### src/design/psc_pkg.sv
// Package for the pattern subsequence counter.
// Holds the pattern text used by the front part, and the count width and the
// modular add used by the back part. No dependencies.
package psc_pkg;

   localparam int PATTERN_MAX  = 64;
   localparam int CHAR_WIDTH   = 8;
   localparam int COUNT_WIDTH  = 14;
   localparam int POS_WIDTH    = 6;
   localparam int QUEUE_DEPTH  = 4;

   localparam logic [COUNT_WIDTH:0] COUNT_MODULUS = 15'd10000;

   // Pattern letter at a position; positions past the text hold byte zero
   function automatic logic [CHAR_WIDTH-1:0] pattern_char(input logic [POS_WIDTH-1:0] pos);
      logic [CHAR_WIDTH-1:0] letter;
      begin
         unique case (pos)
            6'd0:    letter = 8'h77; // w
            6'd1:    letter = 8'h65; // e
            6'd2:    letter = 8'h6C; // l
            6'd3:    letter = 8'h63; // c
            6'd4:    letter = 8'h6F; // o
            6'd5:    letter = 8'h6D; // m
            6'd6:    letter = 8'h65; // e
            6'd7:    letter = 8'h20; // space
            6'd8:    letter = 8'h74; // t
            6'd9:    letter = 8'h6F; // o
            6'd10:   letter = 8'h20; // space
            6'd11:   letter = 8'h63; // c
            6'd12:   letter = 8'h6F; // o
            6'd13:   letter = 8'h64; // d
            6'd14:   letter = 8'h65; // e
            6'd15:   letter = 8'h20; // space
            6'd16:   letter = 8'h6A; // j
            6'd17:   letter = 8'h61; // a
            6'd18:   letter = 8'h6D; // m
            default: letter = 8'h00;
         endcase
         return letter;
      end
   endfunction

   // Sum of two residues, brought back below the modulus by one subtract
   function automatic logic [COUNT_WIDTH-1:0] mod_add(input logic [COUNT_WIDTH-1:0] a,
                                                      input logic [COUNT_WIDTH-1:0] b);
      logic [COUNT_WIDTH:0] sum;
      begin
         sum = {1'b0, a} + {1'b0, b};
         if (sum >= COUNT_MODULUS) begin
            sum = sum - COUNT_MODULUS;
         end
         return sum[COUNT_WIDTH-1:0];
      end
   endfunction

endpackage

### src/design/psc_front.sv
// Front part of the pattern subsequence counter: takes input words and turns
// each character into a per-position match vector for the queue.
// Depends on psc_pkg.
module psc_front #(
   parameter int PATTERN_LENGTH = 19
) (
   input  logic                             req_valid,
   output logic                             req_stall,
   input  logic [psc_pkg::CHAR_WIDTH-1:0]   req_character,
   input  logic                             req_end_of_line,
   input  logic                             queue_full,
   output logic                             queue_push,
   output logic [PATTERN_LENGTH:0]          queue_data
);
   import psc_pkg::*;

   logic [PATTERN_LENGTH-1:0] match;

   // Compare the character with every pattern letter at once
   for (genvar j = 0; j < PATTERN_LENGTH; j++) begin : g_match
      assign match[j] = (req_character == pattern_char(POS_WIDTH'(j)));
   end

   // Hold off the source only while the queue has no room
   assign req_stall  = queue_full;
   assign queue_push = req_valid && !queue_full;
   assign queue_data = {req_end_of_line, match};

endmodule

### src/design/psc_queue.sv
// Short FIFO between the front and back parts of the counter.
// Register-based storage, no dependencies beyond psc_pkg.
module psc_queue #(
   parameter int WIDTH = 20,
   parameter int DEPTH = 4
) (
   input  logic             clock,
   input  logic             reset,
   input  logic             push,
   input  logic [WIDTH-1:0] push_data,
   input  logic             pop,
   output logic             full,
   output logic             not_empty,
   output logic [WIDTH-1:0] head_data
);
   import psc_pkg::*;

   localparam int PTR_WIDTH = (DEPTH > 1) ? $clog2(DEPTH) : 1;
   localparam int CNT_WIDTH = $clog2(DEPTH + 1);

   logic [WIDTH-1:0]     store_ff [DEPTH];
   logic [PTR_WIDTH-1:0] wr_ptr_ff, wr_ptr_in;
   logic [PTR_WIDTH-1:0] rd_ptr_ff, rd_ptr_in;
   logic [CNT_WIDTH-1:0] count_ff, count_in;

   assign full      = (count_ff == CNT_WIDTH'(DEPTH));
   assign not_empty = (count_ff != '0);
   assign head_data = store_ff[rd_ptr_ff];

   // Pointer and fill count update
   always_comb begin
      wr_ptr_in = wr_ptr_ff;
      rd_ptr_in = rd_ptr_ff;
      count_in  = count_ff;
      if (push) begin
         wr_ptr_in = (wr_ptr_ff == PTR_WIDTH'(DEPTH - 1)) ? '0 : wr_ptr_ff + 1'b1;
      end
      if (pop) begin
         rd_ptr_in = (rd_ptr_ff == PTR_WIDTH'(DEPTH - 1)) ? '0 : rd_ptr_ff + 1'b1;
      end
      if (push && !pop) begin
         count_in = count_ff + 1'b1;
      end else if (pop && !push) begin
         count_in = count_ff - 1'b1;
      end
   end

   always_ff @(posedge clock) begin
      if (reset) begin
         wr_ptr_ff <= '0;
         rd_ptr_ff <= '0;
         count_ff  <= '0;
      end else begin
         wr_ptr_ff <= wr_ptr_in;
         rd_ptr_ff <= rd_ptr_in;
         count_ff  <= count_in;
      end
   end

   // Storage, no reset needed
   always_ff @(posedge clock) begin
      if (push) begin
         store_ff[wr_ptr_ff] <= push_data;
      end
   end

endmodule

### src/design/psc_back.sv
// Back part of the counter: the row of prefix counters, updated in parallel
// from queued match vectors, and the registered result word.
// Depends on psc_pkg.
module psc_back #(
   parameter int PATTERN_LENGTH = 19
) (
   input  logic                              clock,
   input  logic                              reset,
   input  logic                              queue_not_empty,
   input  logic [PATTERN_LENGTH:0]           queue_head,
   output logic                              queue_pop,
   output logic                              rsp_valid,
   input  logic                              rsp_stall,
   output logic [psc_pkg::COUNT_WIDTH-1:0]   rsp_occurrence_count
);
   import psc_pkg::*;

   logic [COUNT_WIDTH-1:0]    counts_ff [PATTERN_LENGTH];
   logic [COUNT_WIDTH-1:0]    counts_in [PATTERN_LENGTH];
   logic [COUNT_WIDTH-1:0]    updated   [PATTERN_LENGTH];
   logic [PATTERN_LENGTH-1:0] match;
   logic                      last;
   logic                      rsp_valid_ff, rsp_valid_in;
   logic [COUNT_WIDTH-1:0]    rsp_count_ff, rsp_count_in;

   assign match = queue_head[PATTERN_LENGTH-1:0];
   assign last  = queue_head[PATTERN_LENGTH];

   // Take a word unless it ends a line and the result slot is still blocked
   assign queue_pop = queue_not_empty && (!last || !rsp_valid_ff || !rsp_stall);

   // Per-position update: matching positions add the previous position's old count (position 0 adds one)
   for (genvar j = 0; j < PATTERN_LENGTH; j++) begin : g_pos
      if (j == 0) begin : g_first
         assign updated[j] = match[j] ? mod_add(counts_ff[j], COUNT_WIDTH'(1)) : counts_ff[j];
      end else begin : g_rest
         assign updated[j] = match[j] ? mod_add(counts_ff[j], counts_ff[j-1]) : counts_ff[j];
      end
      // cleared once the line is done
      assign counts_in[j] = (queue_pop && last) ? '0 : (queue_pop ? updated[j] : counts_ff[j]);
   end

   always_ff @(posedge clock) begin
      if (reset) begin
         for (int k = 0; k < PATTERN_LENGTH; k++) begin
            counts_ff[k] <= '0;
         end
      end else begin
         for (int k = 0; k < PATTERN_LENGTH; k++) begin
            counts_ff[k] <= counts_in[k];
         end
      end
   end

   // Result register
   always_comb begin
      rsp_valid_in = rsp_valid_ff;
      rsp_count_in = rsp_count_ff;
      if (queue_pop && last) begin
         rsp_valid_in = 1'b1;
         rsp_count_in = updated[PATTERN_LENGTH-1];
      end else if (!rsp_stall) begin
         rsp_valid_in = 1'b0;
      end
   end

   always_ff @(posedge clock) begin
      if (reset) begin
         rsp_valid_ff <= 1'b0;
      end else begin
         rsp_valid_ff <= rsp_valid_in;
      end
      rsp_count_ff <= rsp_count_in;
   end

   assign rsp_valid            = rsp_valid_ff;
   assign rsp_occurrence_count = rsp_count_ff;

`ifndef SYNTH
   // Reported count is always a residue
   a_count_range: assert property (@(posedge clock) disable iff (reset)
      rsp_valid_ff |-> (rsp_count_ff < COUNT_MODULUS[COUNT_WIDTH-1:0]))
      else $error("result count out of range");

   // After an end of line the last counter is cleared
   a_clear_after_line: assert property (@(posedge clock) disable iff (reset)
      (queue_pop && last) |=> (counts_ff[PATTERN_LENGTH-1] == '0))
      else $error("counters not cleared after end of line");

   // A waiting result is never overwritten
   a_no_overwrite: assert property (@(posedge clock) disable iff (reset)
      (rsp_valid_ff && rsp_stall) |-> !(queue_pop && last))
      else $error("stalled result overwritten");

   // First counter untouched when nothing is taken from the queue
   a_hold_idle: assert property (@(posedge clock) disable iff (reset)
      !queue_pop |=> $stable(counts_ff[0]))
      else $error("counter changed without a word");
`endif

endmodule

### src/design/pattern_subsequence_counter_core.sv
// Counts, modulo 10000, how often the fixed 19-letter pattern held in psc_pkg occurs as a
// subsequence of a text line given one character word per cycle. Sustained rate
// is one character per cycle while req_stall stays low: all prefix counters
// update in parallel from their old values. The character that ends the line
// passes through the front queue and then the counter row into the registered
// result word; counters then restart from zero for the next line.
// Depends on psc_pkg, psc_front, psc_queue and psc_back.
module pattern_subsequence_counter_core #(
   parameter int PATTERN_LENGTH = 19
) (
   input  logic                              clock,
   input  logic                              reset,
   input  logic                              req_valid,
   output logic                              req_stall,
   input  logic [psc_pkg::CHAR_WIDTH-1:0]    req_character,
   input  logic                              req_end_of_line,
   output logic                              rsp_valid,
   input  logic                              rsp_stall,
   output logic [psc_pkg::COUNT_WIDTH-1:0]   rsp_occurrence_count
);
   import psc_pkg::*;

   logic                    queue_full;
   logic                    queue_push;
   logic [PATTERN_LENGTH:0] queue_data;
   logic                    queue_pop;
   logic                    queue_not_empty;
   logic [PATTERN_LENGTH:0] queue_head;

   // Classify incoming characters
   psc_front #(
      .PATTERN_LENGTH (PATTERN_LENGTH)
   ) u_front (
      .req_valid       (req_valid),
      .req_stall       (req_stall),
      .req_character   (req_character),
      .req_end_of_line (req_end_of_line),
      .queue_full      (queue_full),
      .queue_push      (queue_push),
      .queue_data      (queue_data)
   );

   // Decoupling queue
   psc_queue #(
      .WIDTH (PATTERN_LENGTH + 1),
      .DEPTH (QUEUE_DEPTH)
   ) u_queue (
      .clock     (clock),
      .reset     (reset),
      .push      (queue_push),
      .push_data (queue_data),
      .pop       (queue_pop),
      .full      (queue_full),
      .not_empty (queue_not_empty),
      .head_data (queue_head)
   );

   // Counter row and result
   psc_back #(
      .PATTERN_LENGTH (PATTERN_LENGTH)
   ) u_back (
      .clock                (clock),
      .reset                (reset),
      .queue_not_empty      (queue_not_empty),
      .queue_head           (queue_head),
      .queue_pop            (queue_pop),
      .rsp_valid            (rsp_valid),
      .rsp_stall            (rsp_stall),
      .rsp_occurrence_count (rsp_occurrence_count)
   );

endmodule

### config.mk
export PLATFORM = sky130hd
export DESIGN_NAME = pattern_subsequence_counter_core
export DESIGN_NICKNAME = d
export VERILOG_FILES = /design/src/design/psc_pkg.sv /design/src/design/psc_front.sv /design/src/design/psc_queue.sv /design/src/design/psc_back.sv /design/src/design/pattern_subsequence_counter_core.sv
export SDC_FILE = /design/constraint.sdc
export NUM_CORES = 1
export LEC_CHECK = 0
export BUFFER_PORTS_ARGS = -buffer_cell sky130_fd_sc_hd__buf_2
export CORE_AREA = 2 2 281 228
export DETAILED_ROUTE_END_ITERATION = 12
export DIE_AREA = 0 0 283 230
export MAX_ROUTING_LAYER = met4
export PLACE_DENSITY = 0.75
export SYNTH_ARGS = -nofsm -noshare
export SYNTH_HDL_FRONTEND = slang
export SYNTH_HIERARCHICAL = 1
export SYNTH_SLANG_ARGS = --single-unit
### constraint.sdc
create_clock -name clock -period 4.85 [get_ports clock]
set_clock_uncertainty 0.1 [all_clocks]
set_input_delay 0.2425 -clock clock [delete_from_list [all_inputs] [get_ports clock]]
set_output_delay 0.2425 -clock clock [all_outputs]
set_load 0.05 [all_outputs]
* Yosys cells after proc, flatten, opt, wreduce, memory -nomap -nowiden
Memories as Yosys holds them, arrays and structs flattened. A register that Yosys moved wholly into a read port is not among the register bits.
Cells that the tools add are included.
** Storage, ports and cells
- Register bits :: 22
- Memory bits (writable) :: 346
- Input bits :: 13
- Output and inout bits :: 16
- Logic and storage cells :: 225
- Memories kept :: 2
** Memories
- u_back.counts_ff :: words 19, width 14, rd ports 19, clocked after memory_dff 0, wr ports 19, line psc_back.sv:18 : logic [COUNT_WIDTH-1:0] counts_ff [PATTERN_LENGTH];
- u_queue.store_ff :: words 4, width 20, rd ports 1, clocked after memory_dff 1, wr ports 1, line psc_queue.sv:21 : logic [WIDTH-1:0] store_ff [DEPTH];
** Operators by class
- $add $sub $neg :: 42
- Magnitude comparators :: 19
- Equality and inequality tests :: 15
- Muxes and demuxes :: 108
- Bitwise operators :: 19
- Reductions and logical operators :: 15
** Operator list (number)
- $mux 14 :: 95
- $ge 15x14->1 const B :: 19
- $add 14x14->15 :: 18
- $sub 14x14->14 const B :: 19
- $eq 8x7->1 const B :: 10
- $or 1x1->1 :: 19
- $add 14x1->15 const B :: 1
- $eq 8x6->1 const B :: 1
- $mux 2 :: 4
- $mux 1 :: 7
- $logic_not 1->1 :: 6
- $mux 3 :: 2
- $logic_and 1x1->1 :: 5
- $add 2x1->2 const B :: 2
- $eq 2x2->1 const B :: 2
- $add 3x1->3 const B :: 1
- $eq 3x3->1 const B :: 1
- $reduce_bool 3->1 :: 1
- $sub 3x1->3 const B :: 1
- $logic_or 1x1->1 :: 2
- $ne 2x1->1 const B :: 1
- $reduce_bool 2->1 :: 1

* Logic depth before layout (Yosys ltp)
Gate-level depths: netlist of the first run.
An unclocked memory read counts as a cell.
- Word-level depth :: 8
- Mapped depth :: 16

* Hierarchy
The synthesis of the first run kept the hierarchy.
** By module, submodules not included
- psc_back :: times used 1, cells each 3526, area each 27251.1 µm², seq. area each 5765.5 µm²
- psc_queue :: times used 1, cells each 148, area each 3326.9 µm², seq. area each 2582.5 µm²
- psc_front :: times used 1, cells each 32, area each 227.7 µm², seq. area each 0.0 µm²

* Worst setup path after synthesis of the first run
OpenSTA, ideal clock, no wires.
- Path type :: flip-flop to flip-flop
- Start point :: register (tool-made name)
- End point :: memory u_back.counts_ff[0][0]
- Library setup time :: 0.128 ns
- Arrival time :: 3.311 ns
- Data required time :: 4.622 ns
- Setup slack :: 1.311 ns
- Stages on the path, launching flop included :: 11
- Cell sequence :: dfxtp_1 -> buf_6 -> mux4_2 -> a31oi_1 -> and2_0 -> or2_2 -> clkbuf_1 -> clkbuf_1 -> clkbuf_1 -> buf_1 -> nor2_1
** RTL lines (line)
- end: declaration :: psc_back.sv:18

==> impl_metrics.csv, run 1 <==
group,metric,value,unit
placement,dp_worst_setup_slack,937,ps
placement,placement.io_buffers,28,
global_route,first_global_vias,24569,
cells_and_area,drive_above_1_share,0.0627,
yosys,ys_dominant_reg_cell,"dfxtp_1",
critical_path,critical-path-max-stage-delay,720,ps
cells_and_area,mostFrequentLayoutCells,"nor2_1 (338), nand2_1 (316), a21oi_1 (311)",
clock_tree,post_cts.repair.setup_buffers,0,
drt,via_count,27020,
outcome,run_status,"finished clean",
critical_path,slowest_stage,"o31ai_2",
critical_path,cp_cell_sequence,"ha_1 -> fa_1 -> a211oi_1 -> o21ai_0 -> a211oi_1 -> o21ai_0 -> xnor2_1 -> nand2_1 -> o31ai_2 -> nor2b_1 -> xor2_1 -> a211oi_1",
global_route,grt_total_usage,0.223,
critical_path,timing.critical_path.max_delay_family,"compound AO/OA/AOI/OAI gates",
cells_and_area,layout.cells.non_filler,4540,
cells_and_area,flow.area_growth_from_synthesis,7.68,%
cells_and_area,most_common_library_cell_in_the_layout_ignoring_fill_and_taps,"nor2_1",
timing,finalHoldViolCount,0,
timing,setup-violations-final,0,
die,floorplan.die.width,283,um
critical_path,critical_path_start_type,"register",
timing,crit_share_post_route,0.809,
critical_path,crit_path_end_kind,"register",
yosys,netlist_top_cells_area,"dfxtp_1 (18%), ha_1 (12%), edfxtp_1 (9.2%)",
critical_path,path_common_cell,"a211oi_1",
clock_tree,numCtsBuffers,43,
yosys,synth.cell_area,30800,um^2
drt,detail-route-antenna-nets,0,
die,num_rows,82,
hold_path,min_delay_path_depth,3,
yosys,syn_area_per_cell,8.31,um^2
die,die-height,230,um
drt,initialDrtViolationCount,2090,
flow_run,maxCapViolations,0,
global_route,first_pass_grt_wire_length,121000,um
critical_path,worstRegToRegCells,12,
clock_tree,clk-insertion-delay-late,610,ps
timing,worst_slew_margin_rel,0.242,
global_route,maximum_number_of_pins_on_one_net_before_global_route_repair,46,
drt,drt-vias-per-instance,5.95,
yosys,ys_types,108,
critical_path,startpoint,"u_back/counts_ff[11][0]$_SDFFE_PP0P_",
global_route,grt_overflow_total,0,
pwr,p_leak,13.2,nW
critical_path,worst-path-buf-inv,0,
drt,drt-pass1-iter-count,7,
hold_path,holdCritStartpoint,"req_character[6]",
clock_tree,cts-root-to-sink-buffers,3,
critical_path,worst-setup-path-type,"register to register",
yosys,synth_fp_nets,4036,
placement,detailed_place_hpwl,54600,um
die,top_level_ports,29,
pwr,seqPwrFrac,0.214,
timing,max_slew.worst_pin.slew,1140,ps
clock_tree,clock_sink_count,370,
timing,maxSlewViolCount,0,
critical_path,crit_arrival,4330,ps
yosys,post-synth-top-area-cell,"dfxtp_1",
clock_tree,clk_root_buffer_cell,"clkbuf_16",
critical_path,worst-path-max-fanout,10,
yosys,yosys_register_bits,370,
critical_path,worst_r2r_startpoint,"u_back/counts_ff[11][0]$_SDFFE_PP0P_",
die,initial_utilization,0.496,
hold_path,worstHoldPathType,"input port to register",
die,dieArea,65100,um^2
pwr,internal_power,0.0117,W
pwr,total_power_consumption_of_the_routed_design,0.0228,W
pwr,vdd_ir_drop_max,0.520,mV
placement,routabilityCongestion,0.896,
timing,finalWorstPathRequiredPeriod,3920,ps
timing,setup_repair_after_global_routing_missed_its_margin,"false",
timing,totalNegativeSetupSlack,0,ps
timing,upper_clock_frequency_limit,0.255,GHz
pwr,power.net_switching,0.0112,W
clock_tree,cts_tree,"yes",
yosys,synth.top_cell.area_share,0.179,
pwr,power.share.switching,0.489,
drt,post-route-drc-count,0,
placement,dp_cells,4455,
critical_path,critical_path_cell_count,12,
yosys,synth-edff-count,94,
yosys,synth_seq_area_share,0.271,
cells_and_area,final_nets,3996,
clock_tree,h_tree_levels,2,
drt,totalWireLength,72800,um
drt,routedWlPerCell,16.0,um
yosys,yosysWarningCount,6,
timing,hold-worst-slack,47.7,ps
global_route,antenna_found_initial,1,
timing,setup_ws,928,ps
die,placeableCoreArea,62100,um^2
pwr,power.clock.fraction,0.152,
yosys,netlist_instances,3706,
clock_tree,clkTransAtPathRegs,60,ps
critical_path,critical_path_required,5260,ps
pwr,power.density_cell_area,688,nW/um^2
pwr,combPwrFrac,0.634,
yosys,postSynth.asyncResetShare,0,
registers in the layout, summed over array words and instances, names as in the netlist, named ones only:
name                         count
u_queue/count_ff                 3
u_back/rsp_valid                 1
u_queue/rd_ptr_ff                2
u_queue/store_ff                80
u_back/counts_ff               266
u_queue/wr_ptr_ff                2
u_back/rsp_occurrence_count     14
synth_stat cells (all sizes together) (13+ instances only):
library cell / number
nand3: 127
nand2b: 43
ha: 298
and3: 37
or3: 33
o31ai: 19
mux2i: 31
or2: 22
fa: 19
mux2: 16
buf: 36
edfxtp: 94
xnor2: 179
xor2: 110
inv: 114
nor2b: 37
nand4: 34
dfxtp: 276
a211o: 19
nor2: 339
a21o: 76
nor3: 95
nand3b: 16
nand2: 316
and2: 48
o31a: 13
nor3b: 36
o21bai: 25
mux4: 20
o21a: 49
a31oi: 40
o21ai: 253
or4: 16
a311oi: 19
a21oi: 312
a211oi: 141
clkbuf: 99
o211ai: 31
o311ai: 18
what timing repair did:
action                    in CTS  in global routing
resized for setup              0                  0
hold endpoints to repair      22                  0
hold buffers                   6                  0
cell families (layout without fill, tap and decap cells):
logic type,after synthesis,in the layout,synth area share
and+or+nand+nor,1259,1259,0.203
AOI/OAI and AO/OA,1155,1155,0.248
DFF,370,370,0.271
adders and majority gates,317,317,0.133
xor gates and xnor gates,289,289,0.0822
buffers and inverters,249,242,0.0326
muxes,67,67,0.0305
other,0,1,0
power groups by stage:
| stage | registers (W) | clock network [W] | logic, W |
|---|---|---|---|
| 2_1_floorplan | 0.00475 | 0 | 0.0116 |
| 3_3_place_gp | 0.00492 | 0 | 0.0140 |
| 3_5_place_dp | 0.00493 | 0 | 0.0142 |
| 4_1_cts | 0.00487 | 0.00354 | 0.0144 |
| 5_1_grt | 0.00497 | 0.00365 | 0.0162 |
| 6_report | 0.00488 | 0.00346 | 0.0145 |
per-layer routing:
layer | global-route usage | vias to the layer above | share of wire
li1 | - | 13795 | -
met1 | 0.322 | 12583 | 0.51
met2 | 0.334 | 562 | 0.42
met3 | 0.0240 | 80 | 0.046
met4 | 0.0480 | 0 | 0.016
met5 | - | - | 0
worst min-delay path, stage by stage:
cell      delay [ps]
buf_2            120
nand3b_1          80
nor4bb_1         110
metrics by stage:
step	area, um^2	utilization
5_1_grt	33200	0.534
4_1_cts	33200	0.534
3_5_place_dp	31600	0.509
2_1_floorplan	30800	-
6_report	33200	0.534
3_3_place_gp	31600	0.509
path summary, 6_finish.rpt:
path | to | slack, ps
worst min register to register | u_back/counts_ff[11][5]$_SDFFE_PP0P_ | 380
worst min-delay path | u_queue/store_ff[1][16]$_DFFE_PP_ | 50
worst max-delay path | u_back/counts_ff[11][7]$_SDFFE_PP0P_ | 930
worst max register to register | u_back/counts_ff[11][7]$_SDFFE_PP0P_ | 930
cell type report:
class,count,area (um^2)
Tap cell,840,1050
Inverter,114,428
Multi-Input combinational cell,3087,21500
Antenna cell,1,2.50
Timing Repair Buffer,50,358
Sequential cell,370,8350
Fill cell,5691,28900
Clock inverter,26,334
Clock buffer,52,1170
Note: power is estimated with default switching activity, not from simulation.
==> inputs of run 2 (changes only) <==
--- a/config.mk
+++ b/config.mk
@@ -10,7 +10,7 @@
 export DETAILED_ROUTE_END_ITERATION = 12
 export DIE_AREA = 0 0 283 230
 export MAX_ROUTING_LAYER = met4
-export PLACE_DENSITY = 0.75
+export PLACE_DENSITY = 0.77
 export SYNTH_ARGS = -nofsm -noshare
 export SYNTH_HDL_FRONTEND = slang
 export SYNTH_HIERARCHICAL = 1
==> constraint.sdc (replaced) <==
create_clock -name clock -period 3.49 [get_ports clock]
set_clock_uncertainty 0.1 [all_clocks]
set_input_delay 0.1745 -clock clock [delete_from_list [all_inputs] [get_ports clock]]
set_output_delay 0.1745 -clock clock [all_outputs]
set_load 0.05 [all_outputs]
==> run 2 against run 1 <==
- hold slack better by 33 ps
- first-iteration DRC count is 5.1% higher
- register-to-register slack got worse by 870 ps
- non-clock buffer count up 247
- largest power group unchanged
- highest routed layer unchanged
==> impl_metrics.csv, run 2 (synthesis results as in run 1) <==
group,metric,value,unit
outcome,run_status,"finished clean",
timing,finalWorstPathRequiredPeriod,3430,ps
die,top_level_ports,29,
die,floorplan.die.width,283,um
clock_tree,numCtsBuffers,43,
drt,post-route-drc-count,0,
critical_path,startpoint,"u_back/counts_ff[13][0]$_SDFFE_PP0P_",
pwr,p_leak,14.6,nW
die,num_rows,82,
drt,totalWireLength,80300,um
clock_tree,cts_tree,"yes",
clock_tree,clock_sink_count,370,
timing,finalHoldViolCount,0,
global_route,maximum_number_of_pins_on_one_net_before_global_route_repair,49,
timing,max_slew.worst_pin.slew,911,ps
critical_path,worst_reg2reg_path_endpoint,"u_back/counts_ff[13][7]$_SDFFE_PP0P_",
die,die-height,230,um
critical_path,rrSetupSlack,60,ps
clock_tree,cts-root-to-sink-buffers,3,
placement,placement.io_buffers,28,
timing,crit_share_post_route,0.982,
critical_path,cp_cell_sequence,"buf_4 -> ha_4 -> fa_2 -> a211oi_2 -> nor2_2 -> buf_4 -> nor2_4 -> ha_1 -> nand3_1 -> nor2_2 -> a41oi_2 -> a21o_1 -> or4_4 -> xnor2_2 -> a21oi_1",
critical_path,worst-setup-path-type,"register to register",
placement,routabilityCongestion,0.895,
pwr,seqPwrFrac,0.192,
drt,routedWlPerCell,16.7,um
global_route,first_pass_grt_wire_length,126000,um
critical_path,worst_r2r_startpoint,"u_back/counts_ff[13][0]$_SDFFE_PP0P_",
cells_and_area,mostFrequentLayoutCells,"nor2_1 (329), nand2_1 (314), a21oi_1 (299)",
critical_path,worst-path-max-fanout,4,
clock_tree,h_tree_levels,2,
global_route,first_global_vias,25690,
global_route,antenna_found_initial,2,
hold_path,worstHoldPathType,"input port to register",
cells_and_area,final_nets,4251,
critical_path,critical_path_required,3840,ps
placement,dp_worst_setup_slack,-246,ps
cells_and_area,flow.area_growth_from_synthesis,17.7,%
flow_run,maxCapViolations,0,
hold_path,hold_path_end,"u_queue/wr_ptr_ff[1]$_SDFFE_PP0P_",
pwr,total_power_consumption_of_the_routed_design,0.0355,W
die,dieArea,65100,um^2
global_route,grt_overflow_total,0,
clock_tree,clkTransAtPathRegs,70,ps
drt,drt-pass1-iter-count,5,
drt,via_count,28554,
critical_path,worstRegToRegCells,15,
timing,maxSlewViolCount,0,
pwr,power.density_cell_area,978,nW/um^2
clock_tree,clk-insertion-delay-late,610,ps
pwr,power.clock.fraction,0.130,
drt,detail-route-antenna-nets,0,
critical_path,slowest_stage,"or4_4",
cells_and_area,regMostFlops,"u_back/counts_ff",
timing,upper_clock_frequency_limit,0.292,GHz
critical_path,critical_path_start_type,"register",
pwr,power.net_switching,0.0172,W
timing,worst_slew_margin_rel,0.390,
drt,initialDrtViolationCount,2197,
cells_and_area,largest_register_ffs,266,
hold_path,holdCritStartpoint,"req_valid",
timing,setup_ws,62.4,ps
die,initial_utilization,0.496,
global_route,grt_total_usage,0.233,
timing,setup_repair_after_global_routing_missed_its_margin,"true",
die,placeableCoreArea,62100,um^2
critical_path,crit_path_end_kind,"register",
pwr,vdd_ir_drop_max,0.822,mV
clock_tree,clk_root_buffer_cell,"clkbuf_16",
cells_and_area,drive_above_1_share,0.172,
cells_and_area,most_common_library_cell_in_the_layout_ignoring_fill_and_taps,"nor2_1",
critical_path,crit_arrival,3770,ps
hold_path,min_delay_path_depth,4,
pwr,internal_power,0.0183,W
pwr,combPwrFrac,0.678,
drt,drt-vias-per-instance,5.95,
timing,setup-violations-final,0,
critical_path,critical-path-max-stage-delay,440,ps
placement,detailed_place_hpwl,57200,um
pwr,power.share.switching,0.484,
[run 2: cell count changes in the layout (fill, tap and decap cells not counted), sizes merged, moves of 2 or more]
cell and change:
inv -3, dlygate4sd3 +9, clkbuf +3, o22ai +2, clkinvlp +3, bufinv -2, buf +238
[run 2: repair_timing]
| action | CTS | global route |
|---|---|---|
| hold buffers | 15 | 0 |
| hold endpoints to repair | 38 | 0 |
| gates cloned | 0 | 9 |
| setup endpoints to repair | 71 | 171 |
| buffers inserted | 5 | 40 |
| pin swaps | 10 | 120 |
| gates resized for setup | 38 | 235 |
[run 2: power groups by stage]
stage,logic [W],clock network (W),registers (W)
finish,0.0240,0.00460,0.00682
floorplan,0.0161,0,0.00660
CTS,0.0220,0.00469,0.00677
global placement,0.0211,0,0.00682
global route,0.0264,0.00483,0.00694
detailed placement,0.0216,0,0.00685
[run 2: worst max path at each step]
| stage | end | slack [ps] | cells after the start |
|---|---|---|---|
| 6_report | u_back/counts_ff[13][7]$_SDFFE_PP0P_ | 60 | 15 |
| 5_1_grt | u_back/counts_ff[13][5]$_SDFFE_PP0P_ | -120 | 12 |
| 4_1_cts | u_back/counts_ff[6][10]$_SDFFE_PP0P_ | 4 | 12 |
| 3_5_place_dp | u_back/counts_ff[11][6]$_SDFFE_PP0P_ | -250 | 12 |
| 3_3_place_gp | u_back/counts_ff[11][12]$_SDFFE_PP0P_ | -180 | 12 |
| 2_1_floorplan | u_queue/count_ff[2]$_SDFFE_PP0P_ | 10 | 13 |
[run 2: stage by stage]
step / std cells / setup TNS [ps] / hold WS, ps / util / cell area, um^2
3_3_place_gp: 4648 / -1150 / 297 / 0.532 / 33100
6_report: 4797 / 0 / 80.7 / 0.584 / 36300
2_1_floorplan: 3706 / 0 / 144 / - / 30800
5_1_grt: 4797 / -1320 / 98.7 / 0.584 / 36300
3_5_place_dp: 4648 / -2450 / 303 / 0.532 / 33100
4_1_cts: 4748 / 0 / 40.9 / 0.561 / 34800
[run 2: final cells by class]
cell class,instances,area (um^2)
clock inverter,25,283
timing repair buffer,297,2240
clock buffer,55,1150
inverter,114,428
sequential,370,8380
multi-input combinational,3095,22700
fill,5325,25800
tap,840,1050
antenna,1,2.50
[run 2: critical path, delay by kind of cell (launching register included)]
family,cells,cell delay [ps]
buffers and inverters,2,290
XOR/XNOR,1,160
AND/OR/NAND/NOR,5,930
flip-flops,1,340
AO/OA/AOI/OAI,4,690
adder cells (fa/ha/maj),3,750
[run 2: routing by layer]
layer	track usage	up-vias	share of wire
met5	-	-	0
met4	0.0570	0	0.020
met3	0.0248	103	0.048
met2	0.350	677	0.44
met1	0.336	13425	0.49
li1	-	14349	-
